### src/rtl/ccfd_pkg.sv
// -----------------------------------------------------------------------------
// ccfd_pkg
// Shared types, constants and the CRC byte update for the COBS frame decoder.
// -----------------------------------------------------------------------------
package ccfd_pkg;

   // Default width of the decoded byte counter.
   localparam int COUNT_WIDTH = 16;

   // Default depths of the queue behind the front end and of the result queue.
   localparam int CMD_DEPTH = 2;
   localparam int RSP_DEPTH = 2;

   // Configuration register indexes.
   localparam int                 CSR_INDEX_WIDTH = 2;
   localparam logic [1:0]         REG_MAX_LENGTH  = 2'd0;
   localparam logic [1:0]         REG_CRC_POLY    = 2'd1;
   localparam logic [1:0]         REG_CRC_INIT    = 2'd2;

   // Configuration reset values.
   localparam logic [15:0] MAX_LENGTH_RESET = 16'd1024;
   localparam logic [15:0] CRC_POLY_RESET   = 16'h1021;
   localparam logic [15:0] CRC_INIT_RESET   = 16'hFFFF;

   // A code byte of this value opens a block that is not followed by a zero.
   localparam logic [7:0] RUN_CODE_FULL = 8'hFF;

   // Work items passed from the front end to the back end.
   typedef enum logic [1:0] {
      CMD_PUSH,
      CMD_END,
      CMD_OVF
   } cmd_kind_type;

   // Status codes carried on status records.
   typedef enum logic [1:0] {
      STATUS_OK       = 2'd0,
      STATUS_CRC_ERR  = 2'd1,
      STATUS_OVERFLOW = 2'd2
   } frame_status_type;

   // One decoded work item.
   typedef struct packed {
      cmd_kind_type kind;
      logic [7:0]   data;      // decoded byte for CMD_PUSH
      logic         emit;      // the delay line is full, the oldest byte leaves
      logic         short_frm; // fewer than two decoded bytes at the delimiter
      logic [15:0]  length;    // payload length for status records
      logic [15:0]  crc_seed;  // CRC start value latched when the frame restarted
   } cmd_type;

   // One result record.
   typedef struct packed {
      logic             is_status;
      logic [7:0]       payload_byte;
      frame_status_type frame_status;
      logic [15:0]      payload_length;
   } rsp_type;

   // MSB-first CRC-16 update over one byte.
   function automatic logic [15:0] crc_feed(input logic [15:0] crc,
                                            input logic [7:0]  data,
                                            input logic [15:0] poly);
      logic [15:0] c;
      c = crc ^ {data, 8'h00};
      for (int i = 0; i < 8; i++) begin
         if (c[15]) begin
            c = {c[14:0], 1'b0} ^ poly;
         end else begin
            c = {c[14:0], 1'b0};
         end
      end
      return c;
   endfunction

endpackage

### src/rtl/ccfd_queue.sv
// -----------------------------------------------------------------------------
// ccfd_queue
// Small first-in first-out queue built from registers, head shown directly.
// -----------------------------------------------------------------------------
module ccfd_queue #(
   parameter int WIDTH = 8,
   parameter int DEPTH = 2
) (
   input  logic             clock,
   input  logic             reset,
   input  logic             push,
   input  logic [WIDTH-1:0] push_data,
   output logic             full,
   input  logic             pop,
   output logic [WIDTH-1:0] pop_data,
   output logic             empty
);

   localparam int PW = (DEPTH > 1) ? $clog2(DEPTH) : 1;
   localparam int CW = $clog2(DEPTH + 1);

   logic [WIDTH-1:0] mem_ff [DEPTH];
   logic [PW-1:0]    wr_ptr_ff;
   logic [PW-1:0]    rd_ptr_ff;
   logic [CW-1:0]    count_ff;
   logic             do_push;
   logic             do_pop;

   assign full     = (count_ff == CW'(DEPTH));
   assign empty    = (count_ff == '0);
   assign do_push  = push && !full;
   assign do_pop   = pop && !empty;
   assign pop_data = mem_ff[rd_ptr_ff];

   // Storage is written without reset; only the pointers and the fill count need it.
   always_ff @(posedge clock) begin
      if (do_push) begin
         mem_ff[wr_ptr_ff] <= push_data;
      end
   end

   // Pointers and fill count.
   always_ff @(posedge clock) begin
      if (reset) begin
         wr_ptr_ff <= '0;
         rd_ptr_ff <= '0;
         count_ff  <= '0;
      end else begin
         if (do_push) begin
            wr_ptr_ff <= (wr_ptr_ff == PW'(DEPTH - 1)) ? '0 : wr_ptr_ff + PW'(1);
         end
         if (do_pop) begin
            rd_ptr_ff <= (rd_ptr_ff == PW'(DEPTH - 1)) ? '0 : rd_ptr_ff + PW'(1);
         end
         if (do_push && !do_pop) begin
            count_ff <= count_ff + CW'(1);
         end else if (do_pop && !do_push) begin
            count_ff <= count_ff - CW'(1);
         end
      end
   end

endmodule

### src/rtl/ccfd_front.sv
// -----------------------------------------------------------------------------
// ccfd_front
// COBS decode front end: tracks code blocks, counts decoded bytes and turns
// received bytes into decoded-byte, end-of-frame or overflow items.
// -----------------------------------------------------------------------------
module ccfd_front #(
   parameter int COUNT_WIDTH = ccfd_pkg::COUNT_WIDTH
) (
   input  logic              clock,
   input  logic              reset,
   input  logic              req_push,
   input  logic [7:0]        req_rx_byte,
   input  logic              cmd_full,
   input  logic [15:0]       max_length,
   input  logic [15:0]       crc_init,
   output logic              cmd_push,
   output ccfd_pkg::cmd_type cmd_data
);

   localparam int LW = (COUNT_WIDTH > 16) ? COUNT_WIDTH : 16;

   logic                   in_run_ff, in_run_in;
   logic [7:0]             block_left_ff, block_left_in;
   logic [7:0]             last_code_ff, last_code_in;
   logic                   block_seen_ff, block_seen_in;
   logic [COUNT_WIDTH-1:0] count_ff, count_in;
   logic                   restart_ff, restart_in;
   logic [15:0]            seed_ff, seed_in;

   logic                   accept;
   logic [LW-1:0]          count_ext;
   logic [LW-1:0]          len_ext;
   logic                   short_frm;
   logic                   at_limit;
   logic [15:0]            seed_now;

   assign accept    = req_push && !cmd_full;
   assign count_ext = LW'(count_ff);
   assign short_frm = (count_ext < LW'(2));
   assign len_ext   = short_frm ? '0 : count_ext - LW'(2);

   // The limit is max_length, capped at the largest count the counter holds.
   assign at_limit  = (count_ext >= LW'(max_length)) || (count_ff == '1);

   // After a status the CRC start value is taken from the register at the
   // next byte; otherwise the frame keeps the value latched at its restart.
   assign seed_now  = restart_ff ? crc_init : seed_ff;

   // Classify the byte and compute the next decoder state.
   always_comb begin
      in_run_in          = in_run_ff;
      block_left_in      = block_left_ff;
      last_code_in       = last_code_ff;
      block_seen_in      = block_seen_ff;
      count_in           = count_ff;
      restart_in         = restart_ff;
      seed_in            = seed_ff;
      cmd_push           = 1'b0;
      cmd_data.kind      = ccfd_pkg::CMD_PUSH;
      cmd_data.data      = req_rx_byte;
      cmd_data.emit      = !short_frm;
      cmd_data.short_frm = short_frm;
      cmd_data.length    = len_ext[15:0];
      cmd_data.crc_seed  = seed_now;

      if (accept) begin
         restart_in = 1'b0;
         seed_in    = seed_now;
         priority if (req_rx_byte == 8'h00) begin
            // Delimiter: report a non-empty frame, then start over.
            if (count_ff != '0) begin
               cmd_push      = 1'b1;
               cmd_data.kind = ccfd_pkg::CMD_END;
               restart_in    = 1'b1;
            end else begin
               seed_in       = crc_init;
            end
            in_run_in     = 1'b0;
            block_left_in = 8'h00;
            last_code_in  = ccfd_pkg::RUN_CODE_FULL;
            block_seen_in = 1'b0;
            count_in      = '0;
         end else if (at_limit) begin
            // Frame grew too long.
            cmd_push      = 1'b1;
            cmd_data.kind = ccfd_pkg::CMD_OVF;
            restart_in    = 1'b1;
            in_run_in     = 1'b0;
            block_left_in = 8'h00;
            last_code_in  = ccfd_pkg::RUN_CODE_FULL;
            block_seen_in = 1'b0;
            count_in      = '0;
         end else if (!in_run_ff) begin
            // Code byte: insert a zero unless the previous block was a full run.
            if (block_seen_ff && (last_code_ff != ccfd_pkg::RUN_CODE_FULL)) begin
               cmd_push      = 1'b1;
               cmd_data.data = 8'h00;
               count_in      = count_ff + COUNT_WIDTH'(1);
            end
            block_seen_in = 1'b1;
            last_code_in  = req_rx_byte;
            block_left_in = req_rx_byte;
            in_run_in     = (req_rx_byte != 8'h01);
         end else begin
            // Run data byte.
            cmd_push      = 1'b1;
            count_in      = count_ff + COUNT_WIDTH'(1);
            block_left_in = block_left_ff - 8'd1;
            if (block_left_ff == 8'd2) begin
               in_run_in = 1'b0;
            end
         end
      end
   end

   // Decoder state.
   always_ff @(posedge clock) begin
      if (reset) begin
         in_run_ff     <= 1'b0;
         block_left_ff <= 8'h00;
         last_code_ff  <= ccfd_pkg::RUN_CODE_FULL;
         block_seen_ff <= 1'b0;
         count_ff      <= '0;
         restart_ff    <= 1'b0;
         seed_ff       <= ccfd_pkg::CRC_INIT_RESET;
      end else begin
         in_run_ff     <= in_run_in;
         block_left_ff <= block_left_in;
         last_code_ff  <= last_code_in;
         block_seen_ff <= block_seen_in;
         count_ff      <= count_in;
         restart_ff    <= restart_in;
         seed_ff       <= seed_in;
      end
   end

endmodule

### src/rtl/ccfd_back.sv
// -----------------------------------------------------------------------------
// ccfd_back
// Back end: two-byte delay line, CRC-16 over the bytes leaving it, and the
// end-of-frame check against the two held CRC bytes.
// -----------------------------------------------------------------------------
module ccfd_back (
   input  logic              clock,
   input  logic              reset,
   input  logic              cmd_empty,
   input  ccfd_pkg::cmd_type cmd_data,
   output logic              cmd_pop,
   input  logic              rsp_full,
   output logic              rsp_push,
   output ccfd_pkg::rsp_type rsp_data,
   input  logic [15:0]       crc_poly
);

   logic [7:0]  held0_ff, held0_in;
   logic [7:0]  held1_ff, held1_in;
   logic [15:0] crc_ff, crc_in;
   logic        fresh_ff, fresh_in;
   logic [15:0] crc_eff;

   // A fresh frame starts from the value the front end latched at its restart.
   assign crc_eff = fresh_ff ? cmd_data.crc_seed : crc_ff;
   assign cmd_pop = !cmd_empty && !rsp_full;

   // Execute one work item.
   always_comb begin
      held0_in                = held0_ff;
      held1_in                = held1_ff;
      crc_in                  = crc_ff;
      fresh_in                = fresh_ff;
      rsp_push                = 1'b0;
      rsp_data.is_status      = 1'b0;
      rsp_data.payload_byte   = 8'h00;
      rsp_data.frame_status   = ccfd_pkg::STATUS_OK;
      rsp_data.payload_length = 16'h0000;

      if (cmd_pop) begin
         unique case (cmd_data.kind)
            ccfd_pkg::CMD_PUSH: begin
               if (cmd_data.emit) begin
                  rsp_push              = 1'b1;
                  rsp_data.payload_byte = held0_ff;
                  crc_in                = ccfd_pkg::crc_feed(crc_eff, held0_ff, crc_poly);
                  fresh_in              = 1'b0;
               end
               held0_in = held1_ff;
               held1_in = cmd_data.data;
            end
            ccfd_pkg::CMD_END: begin
               rsp_push                = 1'b1;
               rsp_data.is_status      = 1'b1;
               rsp_data.payload_length = cmd_data.length;
               if (cmd_data.short_frm || ({held0_ff, held1_ff} != crc_eff)) begin
                  rsp_data.frame_status = ccfd_pkg::STATUS_CRC_ERR;
               end
               fresh_in = 1'b1;
            end
            ccfd_pkg::CMD_OVF: begin
               rsp_push                = 1'b1;
               rsp_data.is_status      = 1'b1;
               rsp_data.frame_status   = ccfd_pkg::STATUS_OVERFLOW;
               rsp_data.payload_length = cmd_data.length;
               fresh_in                = 1'b1;
            end
            default: begin
               fresh_in = fresh_ff;
            end
         endcase
      end
   end

   // Delay line and CRC register carry no reset; the fresh flag marks them.
   always_ff @(posedge clock) begin
      held0_ff <= held0_in;
      held1_ff <= held1_in;
      crc_ff   <= crc_in;
   end

   always_ff @(posedge clock) begin
      if (reset) begin
         fresh_ff <= 1'b1;
      end else begin
         fresh_ff <= fresh_in;
      end
   end

   // A status record always leaves the next frame with a fresh CRC.
   assert property (@(posedge clock) disable iff (reset)
      (cmd_pop && (cmd_data.kind != ccfd_pkg::CMD_PUSH)) |=> fresh_ff)
      else $error("CRC not marked fresh after a status record");

   // An emitted data byte has been folded into the running CRC.
   assert property (@(posedge clock) disable iff (reset)
      (cmd_pop && (cmd_data.kind == ccfd_pkg::CMD_PUSH) && cmd_data.emit) |=> !fresh_ff)
      else $error("CRC still fresh after a data byte was emitted");

   // A result is only produced while a work item is taken.
   assert property (@(posedge clock) disable iff (reset)
      rsp_push |-> (cmd_pop && !rsp_full))
      else $error("Result produced without a work item");

endmodule

### src/rtl/cobs_crc_frame_decoder_core.sv
// -----------------------------------------------------------------------------
// cobs_crc_frame_decoder_core
// COBS frame decoder with CRC-16 check, one received byte per transaction.
// -----------------------------------------------------------------------------
//  Channel   Direction  Handshake               Payload
//  req_      in         push / full            rx_byte
//  rsp_      out        pop / empty            is_status, payload_byte,
//                                              frame_status, payload_length
//  csr_      in         valid / ready          index, data
//
//  One byte is taken every cycle while req_full is low; the COBS step in the
//  front end and the byte-wide CRC update in the back end are each combinational.
//  A result passes the work-item queue and the result queue, both registered,
//  before it can be popped.
//  Reset is synchronous and active high; configuration returns to its
//  defaults and no clearing pass is needed afterwards.
//  With pop held low, full rises once two results and two work items wait.
// -----------------------------------------------------------------------------
module cobs_crc_frame_decoder_core #(
   parameter int COUNT_WIDTH = ccfd_pkg::COUNT_WIDTH,
   parameter int CMD_DEPTH   = ccfd_pkg::CMD_DEPTH,
   parameter int RSP_DEPTH   = ccfd_pkg::RSP_DEPTH
) (
   input  logic                                 clock,
   input  logic                                 reset,
   input  logic                                 req_push,
   output logic                                 req_full,
   input  logic [7:0]                           req_rx_byte,
   output logic                                 rsp_empty,
   input  logic                                 rsp_pop,
   output logic                                 rsp_is_status,
   output logic [7:0]                           rsp_payload_byte,
   output logic [1:0]                           rsp_frame_status,
   output logic [15:0]                          rsp_payload_length,
   input  logic                                 csr_valid,
   output logic                                 csr_ready,
   input  logic [ccfd_pkg::CSR_INDEX_WIDTH-1:0] csr_index,
   input  logic [15:0]                          csr_data
);

   localparam int CMD_W = $bits(ccfd_pkg::cmd_type);
   localparam int RSP_W = $bits(ccfd_pkg::rsp_type);

   logic [15:0]       max_length_ff;
   logic [15:0]       crc_poly_ff;
   logic [15:0]       crc_init_ff;

   logic              cmd_push;
   logic              cmd_full;
   logic              cmd_empty;
   logic              cmd_pop;
   ccfd_pkg::cmd_type front_cmd;
   ccfd_pkg::cmd_type back_cmd;
   logic [CMD_W-1:0]  back_cmd_vec;

   logic              back_push;
   logic              rsp_full;
   ccfd_pkg::rsp_type back_rsp;
   ccfd_pkg::rsp_type head_rsp;
   logic [RSP_W-1:0]  head_rsp_vec;

   // Configuration registers, always ready.
   assign csr_ready = 1'b1;

   always_ff @(posedge clock) begin
      if (reset) begin
         max_length_ff <= ccfd_pkg::MAX_LENGTH_RESET;
         crc_poly_ff   <= ccfd_pkg::CRC_POLY_RESET;
         crc_init_ff   <= ccfd_pkg::CRC_INIT_RESET;
      end else if (csr_valid && csr_ready) begin
         unique case (csr_index)
            ccfd_pkg::REG_MAX_LENGTH: max_length_ff <= csr_data;
            ccfd_pkg::REG_CRC_POLY:   crc_poly_ff   <= csr_data;
            ccfd_pkg::REG_CRC_INIT:   crc_init_ff   <= csr_data;
            default:                  max_length_ff <= max_length_ff;
         endcase
      end
   end

   // Front end: COBS decoding and frame length tracking.
   ccfd_front #(
      .COUNT_WIDTH (COUNT_WIDTH)
   ) u_front (
      .clock       (clock),
      .reset       (reset),
      .req_push    (req_push),
      .req_rx_byte (req_rx_byte),
      .cmd_full    (cmd_full),
      .max_length  (max_length_ff),
      .crc_init    (crc_init_ff),
      .cmd_push    (cmd_push),
      .cmd_data    (front_cmd)
   );

   assign req_full = cmd_full;

   // Queue between front and back end.
   ccfd_queue #(
      .WIDTH (CMD_W),
      .DEPTH (CMD_DEPTH)
   ) u_cmd_queue (
      .clock     (clock),
      .reset     (reset),
      .push      (cmd_push),
      .push_data (front_cmd),
      .full      (cmd_full),
      .pop       (cmd_pop),
      .pop_data  (back_cmd_vec),
      .empty     (cmd_empty)
   );

   assign back_cmd = ccfd_pkg::cmd_type'(back_cmd_vec);

   // Back end: delay line, CRC and status.
   ccfd_back u_back (
      .clock     (clock),
      .reset     (reset),
      .cmd_empty (cmd_empty),
      .cmd_data  (back_cmd),
      .cmd_pop   (cmd_pop),
      .rsp_full  (rsp_full),
      .rsp_push  (back_push),
      .rsp_data  (back_rsp),
      .crc_poly  (crc_poly_ff)
   );

   // Result queue.
   ccfd_queue #(
      .WIDTH (RSP_W),
      .DEPTH (RSP_DEPTH)
   ) u_rsp_queue (
      .clock     (clock),
      .reset     (reset),
      .push      (back_push),
      .push_data (back_rsp),
      .full      (rsp_full),
      .pop       (rsp_pop),
      .pop_data  (head_rsp_vec),
      .empty     (rsp_empty)
   );

   assign head_rsp           = ccfd_pkg::rsp_type'(head_rsp_vec);
   assign rsp_is_status      = head_rsp.is_status;
   assign rsp_payload_byte   = head_rsp.payload_byte;
   assign rsp_frame_status   = head_rsp.frame_status;
   assign rsp_payload_length = head_rsp.payload_length;

endmodule
### config.mk
export PLATFORM = sky130hd
export DESIGN_NAME = cobs_crc_frame_decoder_core
export DESIGN_NICKNAME = d
export VERILOG_FILES = /design/src/rtl/ccfd_pkg.sv /design/src/rtl/ccfd_queue.sv /design/src/rtl/ccfd_front.sv /design/src/rtl/ccfd_back.sv /design/src/rtl/cobs_crc_frame_decoder_core.sv
export SDC_FILE = /design/constraint.sdc
export NUM_CORES = 1
export LEC_CHECK = 0
export ABC_AREA = 0
export BUFFER_PORTS_ARGS = -buffer_cell sky130_fd_sc_hd__buf_2
export CAP_MARGIN = 20
export CORE_MARGIN = 10
export CORE_UTILIZATION = 50
export CTS_BUF_LIST = sky130_fd_sc_hd__clkbuf_8
export DETAILED_ROUTE_END_ITERATION = 8
export GPL_ROUTABILITY_DRIVEN = 0
export HOLD_SLACK_MARGIN = 0.08
export MAX_ROUTING_LAYER = met4
export PLACE_DENSITY = 0.65
export REMOVE_ABC_BUFFERS = 1
export SLEW_MARGIN = 20
export SYNTH_ARGS = -nofsm -noshare
export SYNTH_HDL_FRONTEND = slang
export SYNTH_SLANG_ARGS = --single-unit
### constraint.sdc
create_clock -name clock -period 16.47 [get_ports clock]
set_input_delay 0.8235 -clock clock [delete_from_list [all_inputs] [get_ports clock]]
set_output_delay 0.8235 -clock clock [all_outputs]
set_load 0.05 [all_outputs]
==> results of run 1 <==
synth_stat cells (6+ instances only):
| cell | count |
|---|---|
| a211o_1 | 20 |
| a21o_1 | 11 |
| a21oi_1 | 69 |
| a221oi_1 | 8 |
| a22oi_1 | 13 |
| a31oi_1 | 9 |
| a32oi_1 | 6 |
| and2_1 | 20 |
| and3_1 | 11 |
| buf_1 | 8 |
| buf_2 | 8 |
| clkbuf_1 | 85 |
| dfxtp_1 | 110 |
| edfxtp_1 | 174 |
| ha_1 | 28 |
| inv_1 | 39 |
| mux2_2 | 53 |
| mux2i_1 | 38 |
| nand2_1 | 258 |
| nand2b_1 | 13 |
| nand3_1 | 24 |
| nand3b_1 | 23 |
| nand4_1 | 7 |
| nor2_1 | 130 |
| nor2b_1 | 23 |
| nor3_1 | 25 |
| nor4_1 | 10 |
| o21a_1 | 7 |
| o21ai_0 | 34 |
| o22ai_1 | 16 |
| o31ai_1 | 6 |
| or3_1 | 8 |
| xnor2_1 | 95 |
| xor2_1 | 32 |
registers in the layout, summed over array words and instances (netlist names), 8 cells and up, named ones only:
register / count
u_cmd_queue.mem_ff: 88
crc_poly_ff: 16
crc_init_ff: 16
u_back.held0_ff: 8
u_front.count_ext: 16
u_front.seed_ff: 16
u_rsp_queue.mem_ff: 54
u_front.block_left_ff: 8
u_back.held1_ff: 8
max_length_ff: 16
u_front.last_code_ff: 8
u_back.crc_ff: 16
final timing paths:
path | end | slack (ps) | cells after the start
min reg2reg | max_length_ff[13] | 450 | 2
max | u_back.crc_ff[3] | 10940 | 13
max reg2reg | u_back.crc_ff[3] | 10940 | 13
min | max_length_ff[13] | 450 | 2
worst max-delay path: cells and delay by family (launching register included):
family          cells  cell delay, ps
mux                 1             400
flops               1             820
xor+xnor            3            1560
simple gates        3             770
buf+inv             1             510
compound gates      5            1210
area by class of cell:
class | instances | area share
clock buffers | 53 | 0.0437
multi-input cells | 1095 | 0.433
well taps | 390 | 0.0293
flip-flops and latches | 284 | 0.445
inverters | 39 | 0.00878
clock inverters | 34 | 0.0118
repair buffers | 81 | 0.0276
layout by cell type, fill, tap and decap left out, types with 53 or more instances in the layout:
master	n
clkbuf_8	53
inv_1	59
edfxtp_1	174
buf_2	59
a21oi_1	69
mux2_2	53
nor2_1	128
xnor2_1	95
dfxtp_1	109
nand2_1	258
cell families (layout without fill, tap and decap cells):
| family | count (synthesis) | count (layout) | share of synthesized area |
|---|---|---|---|
| simple gates | 578 | 578 | 0.174 |
| flops | 284 | 284 | 0.488 |
| compound gates | 250 | 250 | 0.112 |
| buf+inv | 145 | 207 | 0.0380 |
| xor+xnor | 141 | 141 | 0.0920 |
| mux | 97 | 97 | 0.0715 |
| fa+ha+maj | 28 | 28 | 0.0230 |
| other cells | 1 | 1 | 0.000247 |
report_power, final:
group	switching (mW)	leakage, nW	internal (mW)
registers	0.0604	2.43	0.884
clock network	0.274	0.542	0.326
logic	0.823	3.02	0.474
total	1.16	5.99	1.68
per-layer routing:
layer | GRT usage | up-vias | routed length, um
met5 | - | - | 0
met1 | 0.271 | 5264 | 17500
li1 | - | 5399 | -
met3 | 0.0377 | 60 | 2530
met4 | 0.0545 | 0 | 713
met2 | 0.279 | 377 | 16100
metrics by stage:
step	power [mW]	hold WS (ps)	cell area [um^2]	std cells
finish	2.84	454	16700	1976
global route	3.00	475	16700	1976
CTS	2.84	456	16700	1975
detailed placement	2.24	449	15700	1888
global placement	2.22	448	15700	1888
floorplan	1.92	430	14800	1418
==> impl_metrics.json, run 1 <==
{
  "routed_via_density": 5.62,
  "setup_viol_count_final": 0,
  "min_from": "max_length_ff[13]",
  "status": "complete, no violations",
  "hpwl_mm": 25.6,
  "netlist_top_cells_area": "edfxtp_1, dfxtp_1, nand2_1, xnor2_1, mux2_2",
  "clock_path_buffers": 3,
  "cts_buffers": 47,
  "synthCells": 1524,
  "clk_pin_slew_ps": 60,
  "r2r-start": "u_back.fresh_ff",
  "cts.hold.buffers_added": 0,
  "slew_viol_final": 0,
  "worst_path_largest_cell_delay_ps": 820,
  "crit_fanout": 21,
  "rsz0062_at_grt": "no",
  "p_leak_nw": 5.99,
  "grt_max_degree": 94,
  "period_share": 0.336,
  "areaGrowthSynthToFinish_pct": 9.68,
  "ys_seq_area_frac": 0.488,
  "final_antenna_net_count": 0,
  "register_area_um2": 7430,
  "insertion_delay_ps": 560,
  "nFillCells": 2668,
  "overflow": 0,
  "nNetsFinal": 1607,
  "worstPathArrival_ps": 5820,
  "yosys_warnings": 0,
  "synth-seq-cells": 284,
  "die_x_um": 194,
  "fmax_mhz": 181,
  "netlist_area_um2": 15200,
  "drive_gt1_frac": 0.149,
  "post-route-util": 0.560,
  "startpoint": "u_back.fresh_ff",
  "yosys.area.top_type": "edfxtp_1",
  "fin_ws_ps": 10940,
  "cts_setup_buffers": 0,
  "hold_viol": 0,
  "first_global_vias": 10600,
  "synth.top_cell.area_share": 0.344,
  "cts.sinks": 284,
  "finClkSkew_ps": 34.2,
  "multi_input_area_um2": 7230,
  "cp.required_ps": 16760,
  "cts.htree.levels": 2,
  "vias": 11100,
  "drt_wl_total_mm": 36.9,
  "ir_drop_uv": 85.4,
  "grt_first_pass_wirelength_mm": 58.6,
  "slew_headroom": 0.297,
  "max_cap_violations": 0,
  "diodes": 0,
  "die_area_um2": 37800,
  "crit_type": "reg -> reg",
  "avgRoutedWirePerCell_um": 18.7,
  "crit_path_start_kind": "flop",
  "portBuffers": 59,
  "synth_ff_type": "edfxtp_1",
  "io-pin-count": 61,
  "synth_area_per_cell_um2": 9.98,
  "design.core.area_um2": 29800,
  "root_buffer": "clkbuf_8",
  "cpMaxStageDelayCell": "dfxtp_1",
  "drtPass1Iterations": 6,
  "initial_utilization": 0.510,
  "post_cts_resized": 0,
  "synth_edf_count": 174,
  "placementRows": 63,
  "dpl_worst_slack_ps": 10960,
  "antenna_found_initial": 0,
  "path_cells": "inv_1 -> o211a_1 -> nor2_4 -> mux2_2 -> a21oi_1 -> o21a_1 -> xor3_1 -> or3_4 -> a41oi_1 -> o211ai_2 -> xnor2_2 -> nand2_1 -> xnor3_1",
  "finalCriticalPeriod_ps": 5530,
  "worstMarginPinSlew_ps": 1050,
  "ys_types": 88,
  "min_path_type": "reg -> reg",
  "die_h_um": 194,
  "post-route-drc-count": 0,
  "dr.first_iter.drc_count": 1084,
  "power_density_nw_per_um2": 170,
  "endpoint_kind": "flop",
  "synthArstFlopShare": 0,
  "fin_setup_tns_ps": 0,
  "tritoncts": "done",
  "grt.total_usage": 0.194
}
No activity file was read; power rests on OpenSTA's default activity.
==> inputs of run 2 (changes only) <==
--- a/config.mk
+++ b/config.mk
@@ -15,7 +15,7 @@
 export GPL_ROUTABILITY_DRIVEN = 0
 export HOLD_SLACK_MARGIN = 0.08
 export MAX_ROUTING_LAYER = met4
-export PLACE_DENSITY = 0.65
+export PLACE_DENSITY = 0.67
 export REMOVE_ABC_BUFFERS = 1
 export SLEW_MARGIN = 20
 export SYNTH_ARGS = -nofsm -noshare
==> constraint.sdc (replaced) <==
create_clock -name clock -period 4.9 [get_ports clock]
set_input_delay 0.245 -clock clock [delete_from_list [all_inputs] [get_ports clock]]
set_output_delay 0.245 -clock clock [all_outputs]
set_load 0.05 [all_outputs]
==> run 2 against run 1 <==
Global-route usage decreased by 0.060 points. Clock power increased to 3.2 times the previous value. Combinational power increased to 3.5 times the previous value. Critical path depth unchanged. Via count increased by 1.9%. Clock skew decreased by 12 ps. Worst setup slack got worse by 11000 ps. Critical endpoint is now u_back.crc_ff[11]. Largest cell class unchanged.
==> impl_metrics.json, run 2 (same netlist as run 1, synthesis figures left out) <==
{
  "status": "complete, no violations",
  "worst_path_largest_cell_delay_ps": 620,
  "die_h_um": 194,
  "post-route-drc-count": 0,
  "fmax_mhz": 218,
  "post-route-util": 0.570,
  "final_cell_mix": "nand2_1, edfxtp_1, nor2_1",
  "endpoint_kind": "flop",
  "portBuffers": 59,
  "io-pin-count": 61,
  "top_usage_layer": "met2",
  "p_leak_nw": 6.14,
  "nNetsFinal": 1644,
  "cts.htree.levels": 2,
  "slew_viol_final": 0,
  "grt_use_met1": 0.265,
  "clock_path_buffers": 3,
  "rsz0062_at_grt": "no",
  "overflow": 0,
  "first_global_vias": 10900,
  "slew_headroom": 0.306,
  "ir_drop_uv": 302,
  "routed_via_density": 5.62,
  "initial_utilization": 0.510,
  "insertion_delay_ps": 560,
  "fin_setup_tns_ps": 0,
  "die_x_um": 194,
  "p_total_mw": 9.61,
  "cts_buffers": 47,
  "diodes": 0,
  "path_cells": "inv_1 -> o211ai_2 -> nand2_2 -> o32a_1 -> and3_1 -> o21a_1 -> xnor3_1 -> xnor3_2 -> nand3_1 -> nor2_1 -> o41ai_1 -> a22oi_1 -> xor2_1",
  "min_path_type": "in -> reg",
  "hpwl_mm": 25.6,
  "placementRows": 63,
  "fin_ws_ps": 321,
  "hold-worst-slack_ps": 139,
  "root_buffer": "clkbuf_8",
  "crit_path_start_kind": "flop",
  "grt_util_met2": 0.283,
  "drive_gt1_frac": 0.155,
  "met3_usage": 0.0353,
  "drtPass1Iterations": 5,
  "finalCriticalPeriod_ps": 4580,
  "design.core.area_um2": 29800,
  "finClkSkew_ps": 22.7,
  "drt_wl_total_mm": 36.9,
  "max_cap_violations": 0,
  "grt_max_degree": 94,
  "ff2ff_setup_slack_ps": 320,
  "dr.first_iter.drc_count": 983,
  "final_antenna_net_count": 0,
  "cp.required_ps": 5190,
  "grt_first_pass_wirelength_mm": 58.9,
  "register_area_um2": 7430,
  "clk_pin_slew_ps": 60,
  "cts.sinks": 284,
  "worstPathArrival_ps": 4870,
  "crit_type": "reg -> reg",
  "multi_input_area_um2": 7250,
  "nFillCells": 2564,
  "worstMarginPinSlew_ps": 1030,
  "grt.total_usage": 0.193,
  "largest_reg_flops": 88,
  "top_regs": "u_cmd_queue.mem_ff: 88 flops, u_rsp_queue.mem_ff: 54 flops",
  "antenna_found_initial": 0,
  "hold_viol": 0,
  "final_common_cell": "nand2_1",
  "cpMaxStageDelayCell": "dfxtp_1",
  "dpl_worst_slack_ps": 178,
  "areaGrowthSynthToFinish_pct": 11.7,
  "setup_viol_count_final": 0,
  "top_register": "u_cmd_queue.mem_ff",
  "tritoncts": "done",
  "vias": 11300,
  "crit_fanout": 12,
  "avgRoutedWirePerCell_um": 18.3,
  "die_area_um2": 37800,
  "period_share": 0.935,
  "power_density_nw_per_um2": 566
}
## run 2: timing repair
item	in CTS	in global routing
setup buffers	0	3
hold buffers	24	0
resized for setup	0	3
endpoints found under the setup margin	0	14
endpoints found under the hold margin	57	0
## run 2: worst paths after layout
kind                 startpoint                 end  cells past startpoint
min reg2reg  u_back.held1_ff[2]  u_back.held0_ff[2]                      0
max reg2reg     u_back.fresh_ff   u_back.crc_ff[11]                     13
min                     rsp_pop                flop                      4
max             u_back.fresh_ff   u_back.crc_ff[11]                     13
## run 2: final cells by class
type                    instances  area share
repair buffers                118      0.0477
clock inverters                37      0.0111
flip-flops and latches        284       0.437
inverters                      39     0.00862
well taps                     390      0.0287
clock buffers                  49      0.0397
multi-input cells            1095       0.427
## run 2: through the flow
| stage | area, um^2 | std cells |
|---|---|---|
| floorplan | 14800 | 1418 |
| global placement | 15800 | 1899 |
| detailed placement | 15800 | 1899 |
| CTS | 16900 | 2009 |
| global route | 17000 | 2012 |
| finish | 17000 | 2012 |
## run 2: metal layers
metal	wire length, um	part of all wire	vias to the layer above
met2	16300	0.44	333
met4	911	0.025	0
li1	-	-	5477
met5	0	0	-
met3	2350	0.064	72
met1	17300	0.47	5424
## run 2: where the power goes
part	internal, mW	total (mW)	switching, mW
registers	2.97	3.16	0.185
logic	1.74	4.54	2.80
clock network	0.982	1.91	0.933
total	5.70	9.61	3.92
## run 2: worst max-delay path: cells and delay by family, from the launching register on
kind	cells	cell delay, ps
DFF	1	620
and+or+nand+nor	4	850
buffers and inverters	1	210
AOI/OAI and AO/OA	5	1530
xor gates and xnor gates	3	1100
